### config.mk
export PLATFORM = sky130hd
export DESIGN_NAME = modbus_rtu_read_master_framer
export DESIGN_NICKNAME = d
export VERILOG_FILES = /design/src/sv/mrf_pkg.sv /design/src/sv/mrf_core.sv /design/src/sv/mrf_out.sv /design/src/sv/modbus_rtu_read_master_framer.sv
export SDC_FILE = /design/constraint.sdc
export NUM_CORES = 1
export LEC_CHECK = 0
export ABC_AREA = 0
export BUFFER_PORTS_ARGS = -buffer_cell sky130_fd_sc_hd__buf_2
export CORE_ASPECT_RATIO = 0.8
export CORE_MARGIN = 10
export CORE_UTILIZATION = 55
export DETAILED_ROUTE_END_ITERATION = 8
export GPL_ROUTABILITY_DRIVEN = 0
export GPL_TIMING_DRIVEN = 0
export PLACE_DENSITY = 0.78
export SLEW_MARGIN = 25
export SYNTH_ARGS = -nofsm -noshare
export SYNTH_HDL_FRONTEND = slang
export SYNTH_SLANG_ARGS = --single-unit
### constraint.sdc
create_clock -name i_clk -period 7.7 [get_ports i_clk]
set_clock_uncertainty 0.2 [all_clocks]
set_input_delay 0.77 -clock i_clk [delete_from_list [all_inputs] [get_ports i_clk]]
set_output_delay 0.77 -clock i_clk [all_outputs]
set_load 0.1 [all_outputs]
### src/sv/mrf_pkg.sv
// Shared types, codes and the CRC-16/MODBUS byte step for the Modbus RTU
// read master framer. No dependencies.
`default_nettype none

package mrf_pkg;

    // Input item selector codes
    localparam logic [1:0] FUNC_REQUEST = 2'd0;
    localparam logic [1:0] FUNC_RX_BYTE = 2'd1;
    localparam logic [1:0] FUNC_TIMEOUT = 2'd2;

    // Result kind codes
    localparam logic [1:0] KIND_TX     = 2'd0;
    localparam logic [1:0] KIND_WORD   = 2'd1;
    localparam logic [1:0] KIND_STATUS = 2'd2;

    // Exchange status codes
    localparam logic [1:0] ST_OK      = 2'd0;
    localparam logic [1:0] ST_BADQ    = 2'd1;
    localparam logic [1:0] ST_CRC     = 2'd2;
    localparam logic [1:0] ST_TIMEOUT = 2'd3;

    // Protocol constants
    localparam logic [15:0] CRC_INIT      = 16'hFFFF;
    localparam logic [15:0] CRC_POLY      = 16'hA001;
    localparam logic [7:0]  FC_READ_HOLD  = 8'h03;
    localparam logic [7:0]  RSP_OVERHEAD  = 8'd5;

    // Request byte positions within the transmit run
    localparam logic [2:0] REQ_ADDR     = 3'd0;
    localparam logic [2:0] REQ_FUNC     = 3'd1;
    localparam logic [2:0] REQ_START_HI = 3'd2;
    localparam logic [2:0] REQ_START_LO = 3'd3;
    localparam logic [2:0] REQ_QTY_HI   = 3'd4;
    localparam logic [2:0] REQ_QTY_LO   = 3'd5;
    localparam logic [2:0] REQ_CRC_LO   = 3'd6;
    localparam logic [2:0] REQ_CRC_HI   = 3'd7;

    typedef struct packed {
        logic [1:0]  func;
        logic [15:0] start_address;
        logic [15:0] quantity;
        logic [7:0]  rx_byte;
    } t_item;

    typedef struct packed {
        logic [1:0]  kind;
        logic [7:0]  tx_byte;
        logic [15:0] word_value;
        logic [6:0]  word_index;
        logic [1:0]  status;
        logic        last;
    } t_result;

    // Core to output stage: one single result or the start of a request run
    typedef struct packed {
        logic        res_valid;
        t_result     res;
        logic        run_start;
        logic [7:0]  dev_addr;
        logic [15:0] start_address;
        logic [15:0] quantity;
    } t_emit;

    // Output stage to core
    typedef struct packed {
        logic run_busy;
        logic out_free;
    } t_out_stat;

    // One byte of CRC-16/MODBUS, reflected, eight shift steps
    function automatic logic [15:0] crc16_byte(input logic [15:0] crc, input logic [7:0] b);
        logic [15:0] c;
        c = crc ^ {8'h00, b};
        for (int i = 0; i < 8; i++) begin
            c = c[0] ? ((c >> 1) ^ CRC_POLY) : (c >> 1);
        end
        return c;
    endfunction

endpackage

`default_nettype wire

### src/sv/mrf_core.sv
// Exchange state of the framer: response CRC, byte count, word assembly.
// Depends on mrf_pkg.
`default_nettype none

module mrf_core #(
    parameter int MAX_REGISTERS = 125
) (
    input  wire logic               i_clk,
    input  wire logic               i_rst_n,
    input  wire logic               i_item_valid,
    input  wire mrf_pkg::t_item     i_item,
    input  wire logic [7:0]         i_dev_addr,
    input  wire mrf_pkg::t_out_stat i_out_stat,
    output logic                    o_consume,
    output mrf_pkg::t_emit          o_emit
);

    logic [15:0] r_crc_accum, n_crc_accum;
    logic [7:0]  r_rx_count, n_rx_count;
    logic [7:0]  r_exp_len, n_exp_len;
    logic        r_awaiting, n_awaiting;
    logic [6:0]  r_word_counter, n_word_counter;
    logic [7:0]  r_pending_hi;

    logic        w_store_hi;
    logic        w_needs_out;
    logic        w_res;
    logic        w_run;
    logic [1:0]  w_kind;
    logic [1:0]  w_status;
    logic [15:0] w_crc_next;
    logic [8:0]  w_pos;
    logic        w_qty_bad;

    // Decode the held item and work out the next exchange state
    always_comb begin
        n_crc_accum    = r_crc_accum;
        n_rx_count     = r_rx_count;
        n_exp_len      = r_exp_len;
        n_awaiting     = r_awaiting;
        n_word_counter = r_word_counter;
        w_store_hi     = 1'b0;
        w_res          = 1'b0;
        w_run          = 1'b0;
        w_kind         = mrf_pkg::KIND_STATUS;
        w_status       = mrf_pkg::ST_OK;
        w_crc_next     = mrf_pkg::crc16_byte(r_crc_accum, i_item.rx_byte);
        w_pos          = {1'b0, r_rx_count};
        w_qty_bad      = (i_item.quantity == 16'd0) ||
                         (i_item.quantity > 16'(MAX_REGISTERS));

        unique case (i_item.func)
            mrf_pkg::FUNC_REQUEST: begin
                n_awaiting = 1'b0;
                if (w_qty_bad) begin
                    w_res    = 1'b1;
                    w_status = mrf_pkg::ST_BADQ;
                end else begin
                    w_run          = 1'b1;
                    n_crc_accum    = mrf_pkg::CRC_INIT;
                    n_rx_count     = 8'd0;
                    n_exp_len      = {i_item.quantity[6:0], 1'b0} + mrf_pkg::RSP_OVERHEAD;
                    n_word_counter = 7'd0;
                    n_awaiting     = 1'b1;
                end
            end
            mrf_pkg::FUNC_RX_BYTE: begin
                if (r_awaiting) begin
                    n_crc_accum = w_crc_next;
                    n_rx_count  = r_rx_count + 8'd1;
                    if ((w_pos + 9'd1) >= {1'b0, r_exp_len}) begin
                        n_awaiting = 1'b0;
                        w_res      = 1'b1;
                        w_status   = (w_crc_next == 16'd0) ? mrf_pkg::ST_OK
                                                           : mrf_pkg::ST_CRC;
                    end else if (w_pos >= 9'd3 &&
                                 (w_pos + 9'd2) < {1'b0, r_exp_len}) begin
                        // odd positions carry the high byte of a word
                        if (w_pos[0]) begin
                            w_store_hi = 1'b1;
                        end else begin
                            w_res          = 1'b1;
                            w_kind         = mrf_pkg::KIND_WORD;
                            n_word_counter = r_word_counter + 7'd1;
                        end
                    end
                end
            end
            mrf_pkg::FUNC_TIMEOUT: begin
                if (r_awaiting) begin
                    n_awaiting = 1'b0;
                    w_res      = 1'b1;
                    w_status   = mrf_pkg::ST_TIMEOUT;
                end
            end
            default: begin
            end
        endcase
    end

    // Take the item only when no request run is busy and its result has a place to go
    assign w_needs_out = w_res;
    assign o_consume   = i_item_valid && !i_out_stat.run_busy &&
                         (!w_needs_out || i_out_stat.out_free);

    // Build the result or request run for the output stage
    always_comb begin
        o_emit                = '0;
        o_emit.res_valid      = o_consume && w_res;
        o_emit.res.kind       = w_kind;
        o_emit.res.last       = 1'b1;
        o_emit.res.status     = (w_kind == mrf_pkg::KIND_STATUS) ? w_status : 2'd0;
        if (w_kind == mrf_pkg::KIND_WORD) begin
            o_emit.res.word_value = {r_pending_hi, i_item.rx_byte};
            o_emit.res.word_index = r_word_counter;
        end
        o_emit.run_start      = o_consume && w_run;
        o_emit.dev_addr       = i_dev_addr;
        o_emit.start_address  = i_item.start_address;
        o_emit.quantity       = i_item.quantity;
    end

    // Advance exchange state on each consumed item
    always_ff @(posedge i_clk) begin
        if (!i_rst_n) begin
            r_crc_accum    <= mrf_pkg::CRC_INIT;
            r_rx_count     <= 8'd0;
            r_exp_len      <= 8'd0;
            r_awaiting     <= 1'b0;
            r_word_counter <= 7'd0;
        end else if (o_consume) begin
            r_crc_accum    <= n_crc_accum;
            r_rx_count     <= n_rx_count;
            r_exp_len      <= n_exp_len;
            r_awaiting     <= n_awaiting;
            r_word_counter <= n_word_counter;
        end
    end

    // Hold the high byte of the word being assembled
    always_ff @(posedge i_clk) begin
        if (o_consume && w_store_hi) begin
            r_pending_hi <= i_item.rx_byte;
        end
    end

    a_await_in_frame: assert property (@(posedge i_clk) disable iff (!i_rst_n)
        r_awaiting |-> (r_rx_count < r_exp_len))
        else $error("receive count ran past expected length");

    a_await_min_len: assert property (@(posedge i_clk) disable iff (!i_rst_n)
        r_awaiting |-> (r_exp_len >= 8'd7))
        else $error("awaiting a response shorter than one word");

endmodule

`default_nettype wire

### src/sv/mrf_out.sv
// Output stage: result register and the eight-byte request run, one byte per cycle
// while the result register is free, with its CRC step. Depends on mrf_pkg.
`default_nettype none

module mrf_out (
    input  wire logic            i_clk,
    input  wire logic            i_rst_n,
    input  wire mrf_pkg::t_emit  i_emit,
    input  wire logic            i_tready,
    output mrf_pkg::t_out_stat   o_stat,
    output logic                 o_valid,
    output mrf_pkg::t_result     o_result
);

    logic             r_out_valid;
    mrf_pkg::t_result r_out;
    logic             r_run_active;
    logic [2:0]       r_run_cnt;
    logic [15:0]      r_tx_crc;
    logic [7:0]       r_dev_addr;
    logic [15:0]      r_start;
    logic [15:0]      r_qty;

    logic             w_out_free;
    logic             w_run_fire;
    logic [7:0]       w_run_byte;
    mrf_pkg::t_result w_run_res;

    assign w_out_free = !r_out_valid || i_tready;
    assign w_run_fire = r_run_active && w_out_free;

    // Select the request byte at the current run position
    always_comb begin
        unique case (r_run_cnt)
            mrf_pkg::REQ_ADDR:     w_run_byte = r_dev_addr;
            mrf_pkg::REQ_FUNC:     w_run_byte = mrf_pkg::FC_READ_HOLD;
            mrf_pkg::REQ_START_HI: w_run_byte = r_start[15:8];
            mrf_pkg::REQ_START_LO: w_run_byte = r_start[7:0];
            mrf_pkg::REQ_QTY_HI:   w_run_byte = r_qty[15:8];
            mrf_pkg::REQ_QTY_LO:   w_run_byte = r_qty[7:0];
            mrf_pkg::REQ_CRC_LO:   w_run_byte = r_tx_crc[7:0];
            mrf_pkg::REQ_CRC_HI:   w_run_byte = r_tx_crc[15:8];
            default:               w_run_byte = 8'h00;
        endcase
        w_run_res         = '0;
        w_run_res.kind    = mrf_pkg::KIND_TX;
        w_run_res.tx_byte = w_run_byte;
        w_run_res.last    = (r_run_cnt == mrf_pkg::REQ_CRC_HI);
    end

    // Sequence the request run
    always_ff @(posedge i_clk) begin
        if (!i_rst_n) begin
            r_run_active <= 1'b0;
            r_run_cnt    <= 3'd0;
        end else if (i_emit.run_start) begin
            r_run_active <= 1'b1;
            r_run_cnt    <= mrf_pkg::REQ_ADDR;
        end else if (w_run_fire) begin
            r_run_cnt <= r_run_cnt + 3'd1;
            if (r_run_cnt == mrf_pkg::REQ_CRC_HI) begin
                r_run_active <= 1'b0;
            end
        end
    end

    // Hold request fields, and fold header bytes into the running transmit CRC
    always_ff @(posedge i_clk) begin
        if (i_emit.run_start) begin
            r_dev_addr <= i_emit.dev_addr;
            r_start    <= i_emit.start_address;
            r_qty      <= i_emit.quantity;
            r_tx_crc   <= mrf_pkg::CRC_INIT;
        end else if (w_run_fire && r_run_cnt < mrf_pkg::REQ_CRC_LO) begin
            r_tx_crc <= mrf_pkg::crc16_byte(r_tx_crc, w_run_byte);
        end
    end

    // Result register valid flag
    always_ff @(posedge i_clk) begin
        if (!i_rst_n) begin
            r_out_valid <= 1'b0;
        end else if (i_emit.res_valid || w_run_fire) begin
            r_out_valid <= 1'b1;
        end else if (i_tready) begin
            r_out_valid <= 1'b0;
        end
    end

    // Result register payload
    always_ff @(posedge i_clk) begin
        if (i_emit.res_valid) begin
            r_out <= i_emit.res;
        end else if (w_run_fire) begin
            r_out <= w_run_res;
        end
    end

    assign o_stat.run_busy = r_run_active;
    assign o_stat.out_free = w_out_free;
    assign o_valid         = r_out_valid;
    assign o_result        = r_out;

    a_no_res_in_run: assert property (@(posedge i_clk) disable iff (!i_rst_n)
        i_emit.res_valid |-> !r_run_active)
        else $error("single result issued during request run");

    a_no_overwrite: assert property (@(posedge i_clk) disable iff (!i_rst_n)
        i_emit.res_valid |-> w_out_free)
        else $error("result register overwritten while full");

    a_run_start_idle: assert property (@(posedge i_clk) disable iff (!i_rst_n)
        i_emit.run_start |-> !r_run_active)
        else $error("request run restarted while active");

endmodule

`default_nettype wire

### src/sv/modbus_rtu_read_master_framer.sv
// Timing: an item waits in the input register until consumed; its result then loads
// into the output register; a good request starts a run whose bytes pass through it.
// Throughput: one item per cycle for bytes and timeouts while no run is busy and the
// output register is free; a good request blocks the next item while its 8 bytes
// leave, one per cycle while the output register is free, via the CRC step.
// Reset: synchronous active low; clears control state, device address to 1.
`default_nettype none

module modbus_rtu_read_master_framer #(
    parameter int MAX_REGISTERS = 125
) (
    input  wire logic        i_clk,
    input  wire logic        i_rst_n,
    input  wire logic        i_cfg_we,
    input  wire logic [7:0]  i_cfg_wdata,      // device_address
    input  wire logic        s_axis_tvalid,
    output logic             s_axis_tready,
    input  wire logic [39:0] s_axis_tdata,     // start_address[15:0], quantity[31:16],
                                               // rx_byte[39:32]
    input  wire logic [1:0]  s_axis_tuser,     // func[1:0]
    output logic             m_axis_tvalid,
    input  wire logic        m_axis_tready,
    output logic [39:0]      m_axis_tdata,     // tx_byte[7:0], word_value[23:8],
                                               // word_index[30:24], status[32:31], zero
    output logic [1:0]       m_axis_tuser,     // kind[1:0]
    output logic             m_axis_tlast      // last
);

    logic               r_in_valid;
    mrf_pkg::t_item     r_in;
    logic [7:0]         r_dev_addr;
    logic               w_consume;
    mrf_pkg::t_emit     w_emit;
    mrf_pkg::t_out_stat w_out_stat;
    logic               w_out_valid;
    mrf_pkg::t_result   w_out;

    // Configuration register
    always_ff @(posedge i_clk) begin
        if (!i_rst_n) begin
            r_dev_addr <= 8'd1;
        end else if (i_cfg_we) begin
            r_dev_addr <= i_cfg_wdata;
        end
    end

    // Input register: refill when empty or drained this cycle
    assign s_axis_tready = !r_in_valid || w_consume;

    always_ff @(posedge i_clk) begin
        if (!i_rst_n) begin
            r_in_valid <= 1'b0;
        end else if (s_axis_tready) begin
            r_in_valid <= s_axis_tvalid;
        end
    end

    always_ff @(posedge i_clk) begin
        if (s_axis_tready && s_axis_tvalid) begin
            r_in.func          <= s_axis_tuser;
            r_in.start_address <= s_axis_tdata[15:0];
            r_in.quantity      <= s_axis_tdata[31:16];
            r_in.rx_byte       <= s_axis_tdata[39:32];
        end
    end

    mrf_core #(
        .MAX_REGISTERS (MAX_REGISTERS)
    ) u_core (
        .i_clk        (i_clk),
        .i_rst_n      (i_rst_n),
        .i_item_valid (r_in_valid),
        .i_item       (r_in),
        .i_dev_addr   (r_dev_addr),
        .i_out_stat   (w_out_stat),
        .o_consume    (w_consume),
        .o_emit       (w_emit)
    );

    mrf_out u_out (
        .i_clk    (i_clk),
        .i_rst_n  (i_rst_n),
        .i_emit   (w_emit),
        .i_tready (m_axis_tready),
        .o_stat   (w_out_stat),
        .o_valid  (w_out_valid),
        .o_result (w_out)
    );

    // Pack the result item onto the stream
    assign m_axis_tvalid = w_out_valid;
    assign m_axis_tdata  = {7'd0, w_out.status, w_out.word_index, w_out.word_value,
                            w_out.tx_byte};
    assign m_axis_tuser  = w_out.kind;
    assign m_axis_tlast  = w_out.last;

endmodule

`default_nettype wire

# Yosys cells after proc, flatten, opt, wreduce, memory -nomap -nowiden
# Index checks and enable logic that the tools add are counted.
[classes]
reduce_logical = 34
eq_ne = 16
n_lt_le_gt_ge = 5
add_sub_neg = 6
n_mux = 66
n_bitwise = 20
[ops]
columns = ["op", "n"]
rows = [
  ["$mux 16", 18],
  ["$mux 36", 2],
  ["$pmux 8 s8", 1],
  ["$not 2->3", 16],
  ["$mux 7", 5],
  ["$logic_not 16->1", 2],
  ["$pmux 16 s2", 1],
  ["$xor 16x8->16", 2],
  ["$mux 23", 1],
  ["$mux 1", 21],
  ["$mux 2", 10],
  ["$gt 16x7->1 const B", 1],
  ["$mux 8", 2],
  ["$pmux 8 s2", 1],
  ["$pmux 7 s2", 1],
  ["$eq 3x3->1 const B", 4],
  ["$reduce_bool 2->1", 5],
  ["$add 8x1->9 const B", 1],
  ["$add 8x2->9 const B", 1],
  ["$ge 9x8->1", 1],
  ["$logic_and 1x1->1", 9],
  ["$lt 9x8->1", 1],
  ["$add 8x1->8 const B", 1],
  ["$add 8x3->8 const B", 1],
  ["other kinds (23)", 39],
]
[totals]
register_bits = 196
out_inout_bits = 45
elab_cells = 172
inputBits = 55

# Longest topological paths before layout
[logic_depth]
depth_word = 24
ltp_mapped = 15

# Modules after synthesis
# Synthesis repeated with hierarchy kept, for this count alone.
[hier_totals]
cells_unflattened = 777
area_unflattened_um2 = 9253.9
[modules_own_cells]
columns = ["module", "cells_per_inst", "area_per_inst_um2", "instances"]
rows = [
  ["mrf_out", 298, 4103.9, 1],
  ["mrf_core", 399, 3489.6, 1],
  ["modbus_rtu_read_master_framer", 80, 1660.3, 1],
]

# Worst setup path before layout
# No wires, ideal clock.
[synth_path]
path_kind = "reg-to-reg"
start = "register u_core.r_rx_count[2]"
end = "register u_out.r_dev_addr[0], enable pin"
setup_time_ns = 0.492
setup_slack_ns = 1.726
stages_incl_launch_ff = 13
period_less_slack_ns = 5.974
arrival_time_ns = 5.282
path_cell_list = "dfxtp_1 -> ha_1 -> and3_1 -> nand2_1 -> xnor2_1 -> ha_1 -> a21o_1 -> a21o_1 -> a211oi_1 -> o31a_1 -> o311a_2 -> nor2_1 -> nor3_1"
[synth_rtl]
columns = ["item", "line_no", "rtl"]
rows = [
  ["from (decl)", "mrf_core.sv:19", "logic [7:0] r_rx_count, n_rx_count;"],
  ["from (signal assigned)", "mrf_core.sv:133", "r_rx_count <= n_rx_count;"],
  ["to (signal assigned)", "mrf_out.sv:70", "r_dev_addr <= i_emit.dev_addr;"],
  ["to (decl)", "mrf_out.sv:20", "logic [7:0] r_dev_addr;"],
]

# Worst setup path after layout
[layout_path]
start = "register u_core.r_rx_count[2]"
end = "output s_axis_tready"
[layout_between]
elab_chain_len = 11
elab_cells_between_ends = 14
[layout_lines]
columns = ["item", "line_no", "rtl"]
rows = [
  ["$add 8x2->9", "mrf_core.sv:77", "(w_pos + 9'd2) < {1'b0, r_exp_len}) begin"],
  ["$lt 9x8->1", "mrf_core.sv:77", ""],
  ["$logic_and 1x1->1", "mrf_core.sv:76", "end else if (w_pos >= 9'd3 &&"],
  ["$mux 1", "mrf_core.sv:76", ""],
  ["$mux 1 *", "mrf_core.sv:71", "if ((w_pos + 9'd1) >= {1'b0, r_exp_len}) begin"],
  ["$mux 1 *", "mrf_core.sv:68", "if (r_awaiting) begin"],
  ["$pmux 1 s3 *", "mrf_core.sv:52", "unique case (i_item.func)"],
  ["$logic_not 1->1 *", "mrf_core.sv:104", "(!w_needs_out || i_out_stat.out_free);"],
  ["$logic_or 1x1->1 *", "mrf_core.sv:104", ""],
  ["$logic_and 1x1->1 *", "mrf_core.sv:103", "assign o_consume = i_item_valid && !i_out_stat.run_busy &&"],
  ["$logic_or 1x1->1 *", "modbus_rtu_read_master_framer.sv:48", "assign s_axis_tready = !r_in_valid || w_consume;"],
  ["to (decl)", "modbus_rtu_read_master_framer.sv:17", "output logic s_axis_tready,"],
]
# Every way passes the cells marked *; elsewhere a longest branch is shown, timed or not.

==> run metrics <==
status=complete, no violations; die area=21100 um^2; Setup violations, final=0; Setup Fix Bufs, Post-CTS=0; ys flop type=edfxtp_1; First DRT Iteration DRCs=about 600; Detail Placement HPWL=14.4 mm; initial antenna violation count=0; minimum clock period=between 4 and 5 ns; Synth Register Bits=196; vias=5993; cts hold-fix bufs=0; leakage power=3.96 nW; # DRC=0; worst vdd ir=~0.18 mV; Antenna Nets Post-Route=0; ys async rst share=0%; most area-consuming cells after synthesis=edfxtp_1, dfxtp_1, ha_1; setup TNS=0 ns; arrival time at the worst endpoint=3.82 ns; Initial Util=56.7%; Layout area overhead=16.0%; largest net degree at the start of global routing=33; Detailed Route WL=between 15 and 20 mm; library cells used by synthesis=between 60 and 70; Crit. End Element=output port; H-tree lvl count=4; Worst R2R Setup Slack=3.37 ns; Tot GR Track Use=18.1%; Final Hold Fails=0; max-cap violations=0; DRT Pass-1 Iters=6; port buffer count=91; final instance area=10000 um^2; max-slew violations=0; Multi-input gate area=3280 um^2; EDFF count, synth=between 100 and 150; Setup CP Type=reg -> out; Fin Hold WS=0.214 ns; HP Class=reg -> reg; Area after DPL=9420 um^2; Worst Path Required=6.73 ns; clock slew seen by the registers of the worst setup and hold paths=about 0.080 ns; synth warn=0; TritonCTS clock tree=built; sequential cell area=5090 um^2; Std-Cell Rows=40; Post-synth top cells=edfxtp_1, nand2_1, dfxtp_1; fill cell count=1165; Final #Nets=roughly 930; Core Area=around 15000 um^2; crit-path max FO=7; post-synthesis sequential area ratio=about three fifths; Post-Syn Area=8620 um^2; GRT overflow=0; Final Cycle Share=62.3%; clk_lat worst skew=0.44 ns; clock tree buffer depth=2; DIE WIDTH=160 um; post-synth top area share=between 40% and 50%; Power Density=216 nW/um^2; Worst-Margin Slew=0.763 ns; post-cts sizing count=0; layout cells sized above 1=19.9%; number of global-route vias before repair=just under 6000; Hold Crit Depth=0; via/cell ratio=around 5.6; most frequent cell after synthesis=edfxtp_1; clock sinks=196; R2R cell count=14; Slew headroom=a little under 50%; Worst setup SP type=flop; Routed wire per std cell=18.0 um; first-pass GRT wire length=30.9 mm; f_max=209 MHz; Ant. Diodes=0; post-synth top area cell=edfxtp_1; CTS Buf Count=17; mean post-synth cell area=11.9 um^2; Cells after Synth=722; RSZ-0062 raised after global routing=false; Root Driver=clkbuf_16; Top Ports=100; DIE HEIGHT=~130 um
[registers in the layout (all words and copies together), names as in the netlist]
signal / cells
r_dev_addr: 8
r_in: 42
r_in_valid: 1
u_core.r_awaiting: 1
u_core.r_crc_accum: 16
u_core.r_exp_len: 8
u_core.r_pending_hi: 8
u_core.r_rx_count: 8
u_core.r_word_counter: 7
u_out.o_result: 36
u_out.o_valid: 1
u_out.r_dev_addr: 8
u_out.r_qty: 16
u_out.r_run_active: 1
u_out.r_run_cnt: 3
u_out.r_start: 16
u_out.r_tx_crc: 16
[path summary, 6_finish.rpt]
| kind | startpoint | endpoint |
|---|---|---|
| max | u_core.r_rx_count[2]$_SDFFE_PN0P_ | s_axis_tready |
| min | r_in[37]$_DFFE_PP_ | u_out.r_start[13]$_DFFE_PP_ |
| max reg2reg | u_core.r_rx_count[2]$_SDFFE_PN0P_ | u_out.o_result[7]$_DFFE_PP_ |
| min reg2reg | r_in[37]$_DFFE_PP_ | u_out.r_start[13]$_DFFE_PP_ |
[power breakdown]
| group | internal, W | leakage (nW) | switching, W |
|---|---|---|---|
| Sequential | 0.00113 | 1.76 | 0.0000167 |
| Clock | 0.000433 | 0.277 | 0.000424 |
| Combinational | 0.0000476 | 1.92 | 0.0000979 |
[worst max-delay path, stage by stage (launching register included)]
cell      delay [ns]
dfxtp_1         0.45
ha_1            0.24
and3_1          0.23
nand2_1         0.11
xnor2_1         0.21
ha_1            0.27
a21o_1          0.18
a21o_1          0.17
a211oi_1        0.24
o31a_1          0.31
o311a_2         0.29
o21ai_4         0.09
nand2_1         0.15
buf_2           0.44
[logic make-up (layout without fill, tap and decap cells)]
kind of cell             Yosys count  count (layout)  synth area share, %
AO/OA/AOI/OAI                    116             116                 9.84
XOR/XNOR                          65              65                 7.28
adder cells (fa/ha/maj)           31              31                 4.50
buffers and inverters             59             187                 3.28
flip-flops                       196             196                 59.1
multiplexers                      30              30                 3.51
other                              1               7               0.0435
AND/OR/NAND/NOR                  224             224                 12.5
[cell usage in the layout (no fill, tap or decap), types with 7 or more instances in the layout]
| master | count |
|---|---|
| a22oi_1 | 9 |
| xnor2_1 | 34 |
| buf_4 | 13 |
| o21ai_0 | 20 |
| a21oi_1 | 21 |
| xor2_1 | 24 |
| a211oi_1 | 8 |
| nand2_1 | 82 |
| buf_2 | 101 |
| nor2_1 | 52 |
| ha_1 | 31 |
| nand4_1 | 10 |
| clkbuf_1 | 17 |
| mux2i_1 | 28 |
| clkbuf_16 | 17 |
| nand3_1 | 10 |
| inv_1 | 20 |
| edfxtp_1 | 117 |
| dfxtp_1 | 79 |
| o211ai_1 | 13 |
| conb_1 | 7 |
| and2_1 | 28 |
[stage by stage]
stage / power [W] / instances / setup slack (ns) / util (%)
2_1_floorplan: 0.00127 / 728 / 1.73 / -
3_3_place_gp: 0.00131 / 1029 / 0.623 / 61.5
6_report: 0.00216 / 1066 / 2.91 / 65.7
4_1_cts: 0.00217 / 1066 / 2.91 / 65.7
5_1_grt: 0.00223 / 1066 / 2.74 / 65.7
3_5_place_dp: 0.00132 / 1034 / 3.38 / 61.9
[per-layer routing]
| layer | global-route usage (%) | wire [um] |
|---|---|---|
| met4 | 5.75 | 323 |
| met1 | 25.1 | 8740 |
| met2 | 27.3 | 8710 |
| met5 | 0 | 0 |
| met3 | 4.24 | 1450 |
[area by class of cell]
class                           count  area share [%]
Buffer                             39            2.08
Clock buffer                       17            4.25
Clock inverter                     15            1.51
Inverter                           20           0.751
Multi-Input combinational cell    473            32.8
Sequential cell                   196            51.0
Tap cell                          210            2.63
Timing Repair Buffer               96            5.06
(Power assumes the default switching activity.)
